==> src/hdl/lzss_pkg.sv <==
// Shared types and constants for the LZSS stream decompressor.
package lzss_pkg;

  // Default size of the history window in bytes.
  localparam int WINDOW_DEPTH_DEFAULT = 4096;

  // A match copies its high nibble plus this many bytes.
  localparam int MATCH_LEN_BIAS = 3;

  // Each flag byte governs this many items.
  localparam int FLAGS_PER_BYTE = 8;

  // Width of a compressed or decompressed byte.
  localparam int BYTE_W = 8;

  // Width of the output length carried in the header.
  localparam int LENGTH_W = 24;

  // Width of a match distance plus one.
  localparam int BACK_W = 13;

  // Width of the per-match copy counter.
  localparam int COPY_W = 5;

  // Commands from the controller to the datapath.
  typedef struct packed {
    logic start;          // clear the stream state on a start word
    logic hdr_load;       // merge a header word into the length
    logic flag_load;      // load a new flag byte
    logic lit_emit;       // store and emit a literal word
    logic tok_high_load;  // keep the first word of a match token
    logic tok_load;       // decode the match length and distance
    logic copy_read;      // read one history byte for the match
    logic copy_emit;      // store and emit one copied byte
    logic next_flag;      // step to the next flag bit
  } lzss_cmd_t;

  // Status from the datapath to the controller.
  typedef struct packed {
    logic hdr_last;       // this header word is the final one
    logic hdr_len_zero;   // the length would be zero after this word
    logic flag_msb;       // current flag bit selects a match
    logic flags_last;     // current flag bit is the last of its byte
    logic rem_one;        // one output byte is left in the stream
    logic copy_last;      // one byte is left in the current match
    logic out_free;       // the output register can take a byte
  } lzss_status_t;

endpackage

==> src/hdl/lzss_ctrl.sv <==
// Controller state machine for the LZSS stream decompressor.
module lzss_ctrl (
  input  logic                  clk,
  input  logic                  rst,
  input  logic                  s_tvalid,
  output logic                  s_tready,
  input  logic                  s_tuser,   // start_of_stream
  input  lzss_pkg::lzss_status_t status,
  output lzss_pkg::lzss_cmd_t    cmd
);

  typedef enum logic [7:0] {
    ST_IDLE    = 8'b0000_0001,
    ST_HEADER  = 8'b0000_0010,
    ST_FLAG    = 8'b0000_0100,
    ST_ITEM    = 8'b0000_1000,
    ST_TOKEN   = 8'b0001_0000,
    ST_COPY_RD = 8'b0010_0000,
    ST_COPY_WR = 8'b0100_0000,
    ST_DONE    = 8'b1000_0000
  } state_t;

  state_t state;
  state_t state_next;
  logic   accept_state;
  logic   in_fire;

  // Input words are taken in every state except while a match is copied, and only while the output register is free.
  assign accept_state = (state != ST_COPY_RD) && (state != ST_COPY_WR);
  assign s_tready     = accept_state && status.out_free;
  assign in_fire      = s_tvalid && s_tready;

  // Next state and command decode.
  always_comb begin
    state_next = state;
    cmd        = '0;
    if (in_fire && s_tuser) begin
      cmd.start  = 1'b1;
      state_next = ST_HEADER;
    end else begin
      case (state)
        ST_HEADER: begin
          if (in_fire) begin
            cmd.hdr_load = 1'b1;
            if (status.hdr_last) begin
              state_next = status.hdr_len_zero ? ST_DONE : ST_FLAG;
            end
          end
        end
        ST_FLAG: begin
          if (in_fire) begin
            cmd.flag_load = 1'b1;
            state_next    = ST_ITEM;
          end
        end
        ST_ITEM: begin
          if (in_fire) begin
            if (!status.flag_msb) begin
              cmd.lit_emit = 1'b1;
              if (status.rem_one) begin
                state_next = ST_DONE;
              end else begin
                cmd.next_flag = 1'b1;
                state_next    = status.flags_last ? ST_FLAG : ST_ITEM;
              end
            end else begin
              cmd.tok_high_load = 1'b1;
              state_next        = ST_TOKEN;
            end
          end
        end
        ST_TOKEN: begin
          if (in_fire) begin
            cmd.tok_load = 1'b1;
            state_next   = ST_COPY_RD;
          end
        end
        ST_COPY_RD: begin
          cmd.copy_read = 1'b1;
          state_next    = ST_COPY_WR;
        end
        ST_COPY_WR: begin
          if (status.out_free) begin
            cmd.copy_emit = 1'b1;
            if (status.rem_one) begin
              state_next = ST_DONE;
            end else if (status.copy_last) begin
              cmd.next_flag = 1'b1;
              state_next    = status.flags_last ? ST_FLAG : ST_ITEM;
            end else begin
              state_next = ST_COPY_RD;
            end
          end
        end
        ST_IDLE, ST_DONE: begin
          state_next = state;
        end
        default: begin
          state_next = ST_IDLE;
        end
      endcase
    end
  end

  // State register.
  always_ff @(posedge clk) begin
    if (rst) begin
      state <= ST_IDLE;
    end else begin
      state <= state_next;
    end
  end

  // A history read is always followed by the write half of the copy.
  a_read_then_write: assert property (@(posedge clk) disable iff (rst)
    cmd.copy_read |=> state == ST_COPY_WR)
    else $error("copy read not followed by copy write");

  // A match never starts without its second token word; later reads follow a write.
  a_copy_from_token: assert property (@(posedge clk) disable iff (rst)
    (state == ST_COPY_RD) |-> ($past(state) == ST_TOKEN || $past(state) == ST_COPY_WR))
    else $error("copy entered without token");

  // No input word is taken while a match is being copied.
  a_no_input_in_copy: assert property (@(posedge clk) disable iff (rst)
    (cmd.copy_read || cmd.copy_emit) |-> !in_fire)
    else $error("input taken during copy");

endmodule

==> config.mk <==
export PLATFORM = sky130hd
export DESIGN_NAME = lzss_ctrl
export DESIGN_NICKNAME = d
export VERILOG_FILES = /design/src/hdl/lzss_pkg.sv /design/src/hdl/lzss_ctrl.sv
export SDC_FILE = /design/constraint.sdc
export NUM_CORES = 1
export LEC_CHECK = 0
export ABC_AREA = 1
export BUFFER_PORTS_ARGS = -buffer_cell sky130_fd_sc_hd__buf_4
export CORE_MARGIN = 3
export CORE_UTILIZATION = 46
export DETAILED_ROUTE_END_ITERATION = 6
export HOLD_SLACK_MARGIN = 0.15
export PLACE_DENSITY = 0.7
export RECOVER_POWER = 50
export SYNTH_ARGS = -nofsm -noshare
export SYNTH_HDL_FRONTEND = slang
export SYNTH_SLANG_ARGS = --single-unit
==> constraint.sdc <==
create_clock -name clk -period 1.35 [get_ports clk]
set_input_delay 0.2025 -clock clk [delete_from_list [all_inputs] [get_ports clk]]
set_output_delay 0.2025 -clock clk [all_outputs]
set_load 0.05 [all_outputs]
==> results of run 1 <==
-- cells by family after synthesis --
logic type | Yosys count
DFF | 8
buffers and inverters | 25
AOI/OAI and AO/OA | 9
and+or+nand+nor | 87
-- metrics by stage --
| step | setup slack, ns | area, sq um | hold slack (ns) |
|---|---|---|---|
| floorplan | -0.2947 | 858.3 | 0.2576 |
| global placement | -0.2920 | 1221 | 0.3687 |
| detailed placement | -0.3005 | 1221 | 0.3759 |
==> results.cfg, run 1 <==
[place]
dp_cells = 189
dp_hpwl_mm = 1.949
portBuffers = 20
place_congestion = 0.7947

[clocking]
cts_buffers = 3
clock_sinks = 8
cts_setup_buffers = 12
ctsHoldBuffers = 1
htreeDepth = 1
cts_root_buf = clkbuf_4
cts_resized = 54
cts_buffer_depth = 2

[synth]
yosysTopAreaCellShare_pct = 20.71
synthAdderAreaFrac_pct = 0
muxShareOfSynthArea_pct = 0
syn_nets = 140
synthCells = 129
ys_types = 20
yosysMostFrequentCell = nand2_1
synth_seq_cells = 8
synth_top_family_by_area = simple AND/OR/NAND/NOR gates
synth_area_leader_cell = dfxtp_1
synthTopCellsByCount = nand2_1 (24), nor2_1 (23), inv_1 (20)
ys_warn_count = 0
syn_area_per_cell_sq_um = 5.994
synth_compound_area_share_pct = 6.634
yosys.area_share.simple_pct = 59.71
ys_seq_area_share_pct = 20.71
synth_xor_area_share_pct = 0
synth_ff_type = dfxtp_1
ys_async_sr_fraction_pct = 0
synth.area.top_cells = dfxtp_1 (21%), nand2_1 (12%), nor2_1 (11%), inv_1 (9.7%), nand3_1 (8.4%)
syn_area_sq_um = 773.2
synth_edf_count = 0

[floorplanning]
fp.dieW_microns = 47
die_h_microns = 47
initial_core_util_pct = 50.16
rows = 14
io_pins = 21

[run_status]
stop_error = [ERROR DPL-0033] detailed placement checks failed during check placement.
status = did not finish
stop_stage = clock tree synthesis (4_1_cts)
==> inputs of run 2 (changes only) <==
CORE_AREA = 3 3 64 66   (was not set)
CORE_MARGIN = not set   (was 3)
CORE_UTILIZATION = not set   (was 46)
DIE_AREA = 0 0 67 69   (was not set)
HOLD_SLACK_MARGIN = not set   (was 0.15)
PLACE_DENSITY = not set   (was 0.7)
PLACE_DENSITY_LB_ADDON = 0.15   (was not set)
clock period = 1.76 ns   (was 1.35 ns; I/O delays follow)
==> results.cfg, run 2 <==
[cells_and_area]
syn_to_final_growth_pct = 68.61
drive_above_1_share_pct = 57.83
nNetsFinal = 179
top_register = state
largest_register_ffs = 8
diodes = 0
top_regs = state x8
final_cell_mix = buf_4 (28), nor2_1 (17), nand2_1 (17)
final_cell_area_sq_um = 1304
post-route-util_pct = 35.88
final_common_cell = buf_4

[synth]
ys_types = 20
ys_async_sr_fraction_pct = 0
synth.area.top_cells = dfxtp_1 (21%), nand2_1 (12%), nor2_1 (11%), inv_1 (9.7%), nand3_1 (8.4%)
yosysTopAreaCellShare_pct = 20.71
syn_nets = 140
syn_area_per_cell_sq_um = 5.994
synth_ff_type = dfxtp_1
synth_seq_cells = 8
synth_area_leader_cell = dfxtp_1
syn_area_sq_um = 773.2
ys_warn_count = 0
synth_edf_count = 0
synthCells = 129
synthTopCellsByCount = nand2_1 (24), nor2_1 (23), inv_1 (20)
yosysMostFrequentCell = nand2_1
ys_seq_area_share_pct = 20.71

[route]
drt_wl_total_mm = 2.404
vias_per_cell = 4.304
wl_per_cell_microns = 11.23
via_count = 921
ant_nets = 0
first_pass_iters = 4
drt_iter0_drc = 29
drc = 0

[clocking]
clock_sinks = 8
cts_buffers = 3
ctsHoldBuffers = 0
htreeDepth = 1
cts_buffer_depth = 2
clkTransAtPathRegs_ns = 0.04
cts_root_buf = clkbuf_8
cts_tree = yes
clock_latency_ns = 0.22

[place]
portBuffers = 20
post_dp_cell_area_sq_um = 1045
dp_hpwl_mm = 1.863
place_congestion = 0.7868

[timing]
fin_skew_ns = 0.0009711
setup_slack_ns = -0.09843
min_period_ns = 1.858
hold_slack_ns = 0.2020
rsz0062_at_grt = yes
drv_slew = 0
max_slew_margin_pct = 83.67
period_share_pct = 105.6
clock.fmax_ghz = 0.5381
hold_violations = 0
setup_tns_ns = -0.3619
setup_violations = 6
worst-slew-pin-transition_ns = 0.2448

[power]
power.density_nw_per_um2 = 769.4
leakagePower_nw = 0.5976
peakVddDrop_uv = 296.4

[global_routing]
track_usage_pct = 10.94
antenna_found_initial = 0
grt_pass1_wl_mm = 4.008
grt_pass1_vias = 942
grt-ovfl-total = 0
grt_max_degree = 7

[hold_path]
holdCritPathClass = input pin to flip-flop

[critical_path]
worst-setup-path-type = flip-flop to output port
critPathLaunchType = flip-flop
crit_path_max_fanout = 4
crit_required_ns = 1.50
crit_arrival_ns = 1.59
reg2reg_slack_ns = 0.16
crit_path_end_kind = output port

[floorplanning]
rows = 22
initial_core_util_pct = 21.28
io_pins = 21
core_region_area_sq_um = 3633
fp.dieArea_sq_um = 4623
fp.dieW_microns = 67
die_h_microns = 69

[run]
cap_violations = 0

[run_status]
status = complete, but fails checks
violations = negative setup slack
## run 2: layer usage
metal | GRT usage (%) | vias up | share of wire (%)
li1 | - | 476 | -
met1 | 13.77 | 408 | 45
met2 | 18.23 | 29 | 50
met3 | 0.6515 | 8 | 2.6
met4 | 5.631 | 0 | 3.1
met5 | 0 | - | 0
## run 2: path summary, 6_finish.rpt
kind / start / cells after the start / endpoint
setup reg to reg: state[1] / 11 / state[0]
hold reg to reg: state[1] / 3 / state[1]
hold / removal: rst / 2 / state[1]
setup / recovery: state[4] / 9 / cmd[0]
## run 2: what timing repair did
| item | in CTS | in global routing |
|---|---|---|
| gates resized for setup | 41 | 10 |
| buffers inserted | 7 | 3 |
| endpoints found under the setup margin | 8 | 8 |
| pin swaps | 12 | 4 |
## run 2: power breakdown
part	internal, mW	switching, mW
logic	0.217	0.317
registers	0.216	0.0411
clock network	0.148	0.0649
total	0.581	0.423
## run 2: per-stage QoR
step | std cells | worst slack (ns) | power (mW)
floorplan | 129 | -0.1727 | 0.5335
global placement | 201 | -0.04569 | 0.6533
detailed placement | 201 | -0.04474 | 0.6449
CTS | 211 | -0.1030 | 0.9789
global route | 214 | -0.1657 | 1.076
finish | 214 | -0.09843 | 1.003
## run 2: layout make-up
class                   instances  area, sq um
fillers                       399         2330
multi-input cells              96        633.1
repair buffers                 35        289.0
flip-flops and latches          8        185.2
inverters                      24        95.09
well taps                      48        60.06
clock buffers                   3        41.29
## run 2: logic make-up after synthesis
kind of cell,after synthesis,share of synthesized area [%]
and+or+nand+nor,87,59.71
AOI/OAI and AO/OA,9,6.634
buffers and inverters,25,12.95
DFF,8,20.71
## run 2: worst max-delay path: stages (launching register included)
cell and delay, ns:
dfxtp_4 0.35, inv_2 0.05, nand2_1 0.07, nor2_2 0.15, nand2_4 0.09, buf_4 0.14
a21oi_2 0.15, nand2_2 0.09, a21oi_4 0.11, buf_6 0.17
Power figures use the tool's default switching activity.
